### config.mk
export PLATFORM = sky130hd
export DESIGN_NAME = ordered_set_membership_table
export DESIGN_NICKNAME = d
export VERILOG_FILES = /design/src/hdl/osmt_pkg.sv /design/src/hdl/ordered_set_membership_table.sv /design/src/hdl/osmt_ctrl.sv /design/src/hdl/osmt_datapath.sv
export SDC_FILE = /design/constraint.sdc
export NUM_CORES = 2
export LEC_CHECK = 0
export BUFFER_PORTS_ARGS = -buffer_cell sky130_fd_sc_hd__buf_2
export CORE_AREA = 2 2 255 257
export CTS_BUF_LIST = sky130_fd_sc_hd__clkbuf_16
export CTS_CLUSTER_SIZE = 10
export DETAILED_ROUTE_END_ITERATION = 12
export DIE_AREA = 0 0 257 259
export HOLD_SLACK_MARGIN = 0.05
export PLACE_DENSITY = 0.69
export SETUP_SLACK_MARGIN = 0.5
export SLEW_MARGIN = 25
export SYNTH_ARGS = -nofsm -noshare
export SYNTH_HDL_FRONTEND = slang
export SYNTH_SLANG_ARGS = --single-unit
### constraint.sdc
create_clock -name clock -period 10.6 [get_ports clock]
set_clock_uncertainty 0.2 [all_clocks]
set_input_delay 1.06 -clock clock [delete_from_list [all_inputs] [get_ports clock]]
set_output_delay 1.06 -clock clock [all_outputs]
set_load 0.02 [all_outputs]
### src/hdl/osmt_pkg.sv
`timescale 1ns / 1ps

package osmt_pkg;

   // table geometry
   localparam int CAPACITY   = 16;
   localparam int ITEM_WIDTH = 32;
   localparam int CNT_W      = $clog2(CAPACITY + 1);
   localparam int IDX_W      = (CAPACITY > 1) ? $clog2(CAPACITY) : 1;

   // stream field widths
   localparam int VALUE_W    = 32;
   localparam int COUNT_W    = 5;
   localparam int REQ_DATA_W = 32;
   localparam int RSP_DATA_W = 40;
   localparam int RSP_USER_W = 3;

   // command codes
   typedef enum logic [1:0] {
      OP_ADD    = 2'd0,
      OP_REMOVE = 2'd1,
      OP_QUERY  = 2'd2,
      OP_DUMP   = 2'd3
   } op_type;

   // controller to datapath
   typedef struct packed {
      logic exec_op;
      logic dump_start;
      logic dump_step;
   } ctl_cmd_type;

   // datapath to controller
   typedef struct packed {
      logic rsp_free;
      logic count_zero;
      logic idx_last;
   } dp_status_type;

endpackage

### src/hdl/ordered_set_membership_table.sv
`timescale 1ns / 1ps

// Insertion-ordered set of up to CAPACITY signed values.
// Input channel req_: one item carries a command in req_tuser (add, remove,
// query, dump) and a value in req_tdata. Result channel rsp_: every result
// carries membership before the operation, the count after it, a refused-add
// flag, and during dump one stored entry; rsp_tlast marks the final result.
// Add, remove and query: all entries are compared in parallel, the table is
// updated and the result is registered at the accepting edge, so it appears
// in the next cycle; one item per cycle while the receiver keeps rsp_tready high.
// Dump: the item is taken, then, while the output register is free, one entry
// per cycle is loaded into it from the dump index (one result marked last when
// the table is empty); no new item is taken until the last entry is loaded.
// A stalled receiver holds the output register; req_tready stays low until the
// pending result is taken or is being taken in the same cycle.
// Reset (synchronous, active high) empties the table and drops any pending
// result; stored entries are not cleared and are never read until rewritten.
module ordered_set_membership_table (
   input  logic                                 clock,
   input  logic                                 reset,
   input  logic                                 req_tvalid,
   output logic                                 req_tready,
   // [31:0] item_value
   input  logic [osmt_pkg::REQ_DATA_W-1:0]      req_tdata,
   // [1:0] cmd
   input  logic [1:0]                           req_tuser,
   output logic                                 rsp_tvalid,
   input  logic                                 rsp_tready,
   // [4:0] set_count, [36:5] element, [39:37] zero
   output logic [osmt_pkg::RSP_DATA_W-1:0]      rsp_tdata,
   // [0] was_member, [1] table_full, [2] element_valid
   output logic [osmt_pkg::RSP_USER_W-1:0]      rsp_tuser,
   output logic                                 rsp_tlast
);

   osmt_pkg::ctl_cmd_type          cmd;
   osmt_pkg::dp_status_type        status;
   osmt_pkg::op_type               op;
   logic                           was_member;
   logic [osmt_pkg::COUNT_W-1:0]   set_count;
   logic                           table_full;
   logic [osmt_pkg::VALUE_W-1:0]   element;
   logic                           element_valid;

   assign op = osmt_pkg::op_type'(req_tuser);

   osmt_ctrl u_ctrl (
      .clock      (clock),
      .reset      (reset),
      .req_tvalid (req_tvalid),
      .req_tready (req_tready),
      .op         (op),
      .status     (status),
      .cmd        (cmd)
   );

   osmt_datapath u_datapath (
      .clock             (clock),
      .reset             (reset),
      .cmd               (cmd),
      .status            (status),
      .op                (op),
      .value             (req_tdata[osmt_pkg::VALUE_W-1:0]),
      .rsp_valid         (rsp_tvalid),
      .rsp_ready         (rsp_tready),
      .rsp_was_member    (was_member),
      .rsp_set_count     (set_count),
      .rsp_table_full    (table_full),
      .rsp_element       (element),
      .rsp_element_valid (element_valid),
      .rsp_last          (rsp_tlast)
   );

   // pack result fields
   assign rsp_tdata = {3'b000, element, set_count};
   assign rsp_tuser = {element_valid, table_full, was_member};

endmodule

### src/hdl/osmt_ctrl.sv
`timescale 1ns / 1ps

module osmt_ctrl (
   input  logic                     clock,
   input  logic                     reset,
   input  logic                     req_tvalid,
   output logic                     req_tready,
   input  osmt_pkg::op_type         op,
   input  osmt_pkg::dp_status_type  status,
   output osmt_pkg::ctl_cmd_type    cmd
);

   typedef enum logic [1:0] {
      ST_RUN  = 2'b01,
      ST_DUMP = 2'b10
   } state_type;

   state_type state_ff;
   state_type state_in;
   logic      accept;

   // accept only while running and the output slot can take a result
   assign req_tready = (state_ff == ST_RUN) && status.rsp_free;
   assign accept     = req_tvalid && req_tready;

   // next state and datapath commands
   always_comb begin
      state_in       = state_ff;
      cmd.exec_op    = 1'b0;
      cmd.dump_start = 1'b0;
      cmd.dump_step  = 1'b0;
      unique case (state_ff)
         ST_RUN: begin
            if (accept) begin
               if ((op == osmt_pkg::OP_DUMP) && !status.count_zero) begin
                  cmd.dump_start = 1'b1;
                  state_in       = ST_DUMP;
               end else begin
                  cmd.exec_op = 1'b1;
               end
            end
         end
         ST_DUMP: begin
            if (status.rsp_free) begin
               cmd.dump_step = 1'b1;
               if (status.idx_last) begin
                  state_in = ST_RUN;
               end
            end
         end
         default: begin
            state_in = ST_RUN;
         end
      endcase
   end

   always_ff @(posedge clock) begin
      if (reset) begin
         state_ff <= ST_RUN;
      end else begin
         state_ff <= state_in;
      end
   end

   // checks
   a_cmd_exclusive: assert property (@(posedge clock) disable iff (reset)
      !(cmd.exec_op && cmd.dump_step))
      else $error("operation and dump step issued together");

   a_no_accept_in_dump: assert property (@(posedge clock) disable iff (reset)
      (state_ff == ST_DUMP) |-> !req_tready)
      else $error("input ready during dump");

   a_dump_entered: assert property (@(posedge clock) disable iff (reset)
      cmd.dump_start |=> (state_ff == ST_DUMP))
      else $error("dump start did not enter dump state");

endmodule

### src/hdl/osmt_datapath.sv
`timescale 1ns / 1ps

module osmt_datapath (
   input  logic                                clock,
   input  logic                                reset,
   input  osmt_pkg::ctl_cmd_type               cmd,
   output osmt_pkg::dp_status_type             status,
   input  osmt_pkg::op_type                    op,
   input  logic [osmt_pkg::VALUE_W-1:0]        value,
   output logic                                rsp_valid,
   input  logic                                rsp_ready,
   output logic                                rsp_was_member,
   output logic [osmt_pkg::COUNT_W-1:0]        rsp_set_count,
   output logic                                rsp_table_full,
   output logic [osmt_pkg::VALUE_W-1:0]        rsp_element,
   output logic                                rsp_element_valid,
   output logic                                rsp_last
);

   localparam int CAP = osmt_pkg::CAPACITY;
   localparam int IW  = osmt_pkg::ITEM_WIDTH;
   localparam int CW  = osmt_pkg::CNT_W;
   localparam int XW  = osmt_pkg::IDX_W;

   logic [IW-1:0] entry_ff [CAP];
   logic [IW-1:0] entry_in [CAP];
   logic [CW-1:0] count_ff, count_in;
   logic [XW-1:0] idx_ff, idx_in;

   logic                           rsp_valid_ff, rsp_valid_in;
   logic                           was_member_ff, was_member_in;
   logic [osmt_pkg::COUNT_W-1:0]   set_count_ff, set_count_in;
   logic                           table_full_ff, table_full_in;
   logic [osmt_pkg::VALUE_W-1:0]   element_ff, element_in;
   logic                           element_valid_ff, element_valid_in;
   logic                           last_ff, last_in;

   logic [63:0]    value_ext;
   logic [IW-1:0]  key;
   logic [CAP-1:0] hit_vec;
   logic [CAP-1:0] shift_vec;
   logic           hit;
   logic           is_full;
   logic [63:0]    count_ext;
   logic [63:0]    elem_ext;
   logic [CW-1:0]  count_less;
   logic [CW-1:0]  idx_wide;

   // sign extend the value, then keep the stored width
   assign value_ext = {{(64 - osmt_pkg::VALUE_W){value[osmt_pkg::VALUE_W-1]}}, value};
   assign key       = value_ext[IW-1:0];

   // parallel compare against the live entries
   always_comb begin
      for (int i = 0; i < CAP; i++) begin
         hit_vec[i] = (CW'(i) < count_ff) && (entry_ff[i] == key);
      end
   end
   assign hit     = |hit_vec;
   assign is_full = (count_ff == CW'(CAP));

   // entries at and above the match move down one place on remove
   always_comb begin
      for (int i = 0; i < CAP; i++) begin
         shift_vec[i] = |(hit_vec & ({CAP{1'b1}} >> (CAP - 1 - i)));
      end
   end

   assign count_less = count_ff - CW'(1);
   assign idx_wide   = CW'(idx_ff);

   // status back to the controller
   assign status.rsp_free   = !rsp_valid_ff || rsp_ready;
   assign status.count_zero = (count_ff == '0);
   assign status.idx_last   = (idx_wide == count_less);

   // table update
   always_comb begin
      for (int i = 0; i < CAP; i++) begin
         entry_in[i] = entry_ff[i];
      end
      count_in = count_ff;
      if (cmd.exec_op) begin
         case (op)
            osmt_pkg::OP_ADD: begin
               if (!hit && !is_full) begin
                  entry_in[count_ff[XW-1:0]] = key;
                  count_in = count_ff + CW'(1);
               end
            end
            osmt_pkg::OP_REMOVE: begin
               if (hit) begin
                  for (int i = 0; i < CAP - 1; i++) begin
                     if (shift_vec[i]) begin
                        entry_in[i] = entry_ff[i + 1];
                     end
                  end
                  count_in = count_less;
               end
            end
            default: begin
            end
         endcase
      end
   end

   // dump index
   always_comb begin
      idx_in = idx_ff;
      if (cmd.dump_start) begin
         idx_in = '0;
      end else if (cmd.dump_step) begin
         idx_in = idx_ff + XW'(1);
      end
   end

   assign count_ext = 64'(count_in);
   assign elem_ext  = 64'(entry_ff[idx_ff]);

   // output register
   always_comb begin
      rsp_valid_in     = rsp_valid_ff && !rsp_ready;
      was_member_in    = was_member_ff;
      set_count_in     = set_count_ff;
      table_full_in    = table_full_ff;
      element_in       = element_ff;
      element_valid_in = element_valid_ff;
      last_in          = last_ff;
      if (cmd.exec_op) begin
         rsp_valid_in     = 1'b1;
         was_member_in    = hit && (op != osmt_pkg::OP_DUMP);
         set_count_in     = count_ext[osmt_pkg::COUNT_W-1:0];
         table_full_in    = (op == osmt_pkg::OP_ADD) && !hit && is_full;
         element_in       = '0;
         element_valid_in = 1'b0;
         last_in          = 1'b1;
      end else if (cmd.dump_step) begin
         rsp_valid_in     = 1'b1;
         was_member_in    = 1'b0;
         set_count_in     = count_ext[osmt_pkg::COUNT_W-1:0];
         table_full_in    = 1'b0;
         element_in       = elem_ext[osmt_pkg::VALUE_W-1:0];
         element_valid_in = 1'b1;
         last_in          = status.idx_last;
      end
   end

   always_ff @(posedge clock) begin
      if (reset) begin
         count_ff     <= '0;
         rsp_valid_ff <= 1'b0;
      end else begin
         count_ff     <= count_in;
         rsp_valid_ff <= rsp_valid_in;
      end
   end

   always_ff @(posedge clock) begin
      for (int i = 0; i < CAP; i++) begin
         entry_ff[i] <= entry_in[i];
      end
      idx_ff           <= idx_in;
      was_member_ff    <= was_member_in;
      set_count_ff     <= set_count_in;
      table_full_ff    <= table_full_in;
      element_ff       <= element_in;
      element_valid_ff <= element_valid_in;
      last_ff          <= last_in;
   end

   assign rsp_valid         = rsp_valid_ff;
   assign rsp_was_member    = was_member_ff;
   assign rsp_set_count     = set_count_ff;
   assign rsp_table_full    = table_full_ff;
   assign rsp_element       = element_ff;
   assign rsp_element_valid = element_valid_ff;
   assign rsp_last          = last_ff;

   // checks
   a_count_bound: assert property (@(posedge clock) disable iff (reset)
      count_ff <= CW'(CAP))
      else $error("entry count above capacity");

   a_load_sets_valid: assert property (@(posedge clock) disable iff (reset)
      (cmd.exec_op || cmd.dump_step) |=> rsp_valid_ff)
      else $error("result load lost");

   a_load_into_free_slot: assert property (@(posedge clock) disable iff (reset)
      (cmd.exec_op || cmd.dump_step) |-> status.rsp_free)
      else $error("result loaded over a pending item");

endmodule
==> metrics.txt <==
first-pass GRT wire length 189100 microns; CTS tree built; most common cell in the netlist edfxtp_1; DRT antenna net count 0; GR Overflow Total 0; CTS Buffer Depth 3; Total Routing Usage GR 39.98%; Non-Filler Instances 3573; Synth Area per Inst 12.57 sq um; Top cell by count, worst path buf_4; Ys Warns 0; Synth top area share 44.82%; placed cell count 3445; Root Buffer Master clkbuf_16; WP data arrival 5.83 ns; slowest CP cell a2111oi_0; H-tree depth 3; worst-path maximum fanout 32; fmax 0.1729 GHz; crit-path max cell delay 1.00 ns; fin crit share 54.57%; number of flops mapped to enable cells by yosys 519; I/O Buffers 80; I/O pins 84; Setup-failing EPs final 0; Nets 2707; worst relative slew slack 18.81%; area post-placement 35640 sq um; row count 93; leakage 12.07 nW; largest net degree at the start of global routing 225; cell breakdown of the critical path buf_2, buf_4, xnor2_1, nand4_1, nor3_1, and3_1, a2111oi_0, and4b_1, nand2_1, mux2_2, a211oi_4, buf_4; First DRT Iteration DRCs 4098; Pre-Repair DR Iteration Count 7; Fin. Hold Viols 0; Final Instance Area 37780 sq um; area growth from synthesis to layout 8.654%; Num CTS Buffers 70; Synth Area in Simple Gates 9.133%; wire per inst 37.81 microns; Setup CP Type input port to flip-flop; post-cts resize count 0; Die ar. 66560 sq um; leading post-synthesis cells by instance count edfxtp_1 (519), xor2_1 (356), a32o_1 (288); Synth area leader edfxtp_1; CP Buf/Inv Count 3; post-synthesis adder-cell area fraction 0.1799%; Synth area leaders edfxtp_1 (45%), mux4_2 (10%), xor2_1 (9.0%), a32o_1 (8.3%), a22o_1 (4.8%); minimum clock period 5.784 ns; Least-Margin Pin Slew 1.187 ns; ys flop type edfxtp_1; vias per cell 7.475; post-DP HPWL 98300 microns; Post CTS Setup Buffer Count 0; pwr/cell area 152.8 nW/um^2; family with the most delay on the worst path simple AND/OR/NAND/NOR gates; Die Wd 257 microns; XOR/XNOR share of the synthesized area 13.28%; share of flip-flops with an asynchronous set or reset 0%; layout cells sized above 1 16.75%; Yosys reg bits 565; chip height 259 microns; CP startpoint kind input port; Worst Path Required 10.65 ns; fillcell total 5092; Initial Util 54.43%; maxcap violations 0; Worst Hold Class flip-flop to flip-flop; Worst Hold Slack 0.2527 ns; hold_buf cts 0; Final Routed Wirelength 135100 microns; Vias 26707; part of the Yosys area used for sequential elements 47.47%; core area 63880 sq um; Synth Area in Compound Gates 14.86%; synthesized cell area 34770 sq um; post-layout utilization of the core 59.14%; initial antenna violation count 8; outcome completed; RSZ-0062 raised after global routing false; # clock sinks 565; Synth cell types 59; Remaining DRCs 0; GPL Wtd Cong 1.051; Worst-path clk slew 0.05 ns; clk_lat worst skew 0.62 ns; Slew Viols, Final 0; gate count of the mapped netlist 2765; Setup TNS 0 ns; vias in the first global route 25825; multiplexer share of the synthesized area 10.61%; CP Capture Type flip-flop; largest family of logic cells by synthesized area compound AO/OA/AOI/OAI gates; Max VDD drop 145.6 uV
==> worst reg2reg max path, delay by kind of cell (launching register included) <==
kind / cells / cell delay [ns]
buf+inv: 2 / 0.72
simple gates: 5 / 1.44
flops: 1 / 0.30
compound gates: 3 / 1.70
mux: 1 / 0.64
==> layer usage <==
layer	wire length, microns	share of wire [%]	GRT usage [%]	vias up
met2	64050	47	65.15	1836
met4	12580	9.3	32.01	2
met5	16	0.012	0	-
li1	-	-	-	10905
met1	46460	34	47.71	13567
met3	11980	8.9	5.946	397
==> kinds of logic after synthesis <==
| logic type | count (synthesis) |
|---|---|
| buffers and inverters | 343 |
| AOI/OAI and AO/OA | 574 |
| xor gates and xnor gates | 527 |
| adders and majority gates | 5 |
| and+or+nand+nor | 582 |
| DFF | 565 |
| other | 1 |
| muxes | 168 |
==> layout by cell type (no fill, tap or decap), drive strengths merged, types with 7 or more instances in the layout <==
cell	Yosys	routed
mux4	160	160
and2	7	7
edfxtp	519	519
or4	12	12
xor2	356	356
xnor2	171	171
nand3	31	31
a21oi	41	41
clkbuf	193	71
and4	7	7
or3	9	9
inv	7	49
buf	143	161
nor2	85	85
dfxtp	46	46
nor2b	8	8
nor4	126	126
nand4	100	100
a31oi	11	11
a22o	192	192
a32o	288	288
nand2	107	107
nor3	42	42
nand2b	7	7
clkinv	0	10
a211oi	11	11
==> final timing paths <==
check	to	start	cells past startpoint	slack (ns)
hold / removal	u_datapath.rsp_element[13]	u_datapath.rsp_element[13]	2	0.25
setup / recovery	u_datapath.entry_ff[0][17]	req_tdata[6]	12	4.82
setup reg to reg	u_datapath.entry_ff[0][17]	u_datapath.count_ff[2]	11	5.19
hold reg to reg	u_datapath.rsp_element[13]	u_datapath.rsp_element[13]	2	0.25
==> through the flow <==
stage          power (W)  setup slack (ns)
2_1_floorplan   0.003193             3.828
3_3_place_gp    0.003544             4.143
3_5_place_dp    0.003552             4.145
4_1_cts         0.005739             4.767
5_1_grt         0.005874             4.770
6_report        0.005774             4.816
==> final cells by class <==
class	instances	area, sq um	area share (%)
Clock buffer	71	1777	4.703
Timing Repair Buffer	161	1090	2.885
Antenna cell	1	2.502	0.006624
Inverter	7	26.28	0.06955
Tap cell	855	1070	2.832
Multi-Input combinational cell	1859	17000	44.99
Sequential cell	565	16510	43.71
Clock inverter	54	302.8	0.8015
==> registers in the layout, summed over array words and instances, names as in the netlist <==
| signal | count |
|---|---|
| u_ctrl.state_ff | 2 |
| u_datapath.count_ff | 5 |
| u_datapath.entry_ff | 512 |
| u_datapath.idx_ff | 4 |
| u_datapath.rsp_element | 32 |
| u_datapath.rsp_element_valid | 1 |
| u_datapath.rsp_last | 1 |
| u_datapath.rsp_set_count | 5 |
| u_datapath.rsp_table_full | 1 |
| u_datapath.rsp_valid | 1 |
| u_datapath.rsp_was_member | 1 |
==> report_power, final <==
| part | internal, W | switching (W) | leakage (nW) |
|---|---|---|---|
| Clock | 0.00124 | 0.000990 | 1.15 |
| Sequential | 0.00246 | 0.0000533 | 5.15 |
| Combinational | 0.000385 | 0.000641 | 5.77 |
Power figures use the tool's default switching activity.
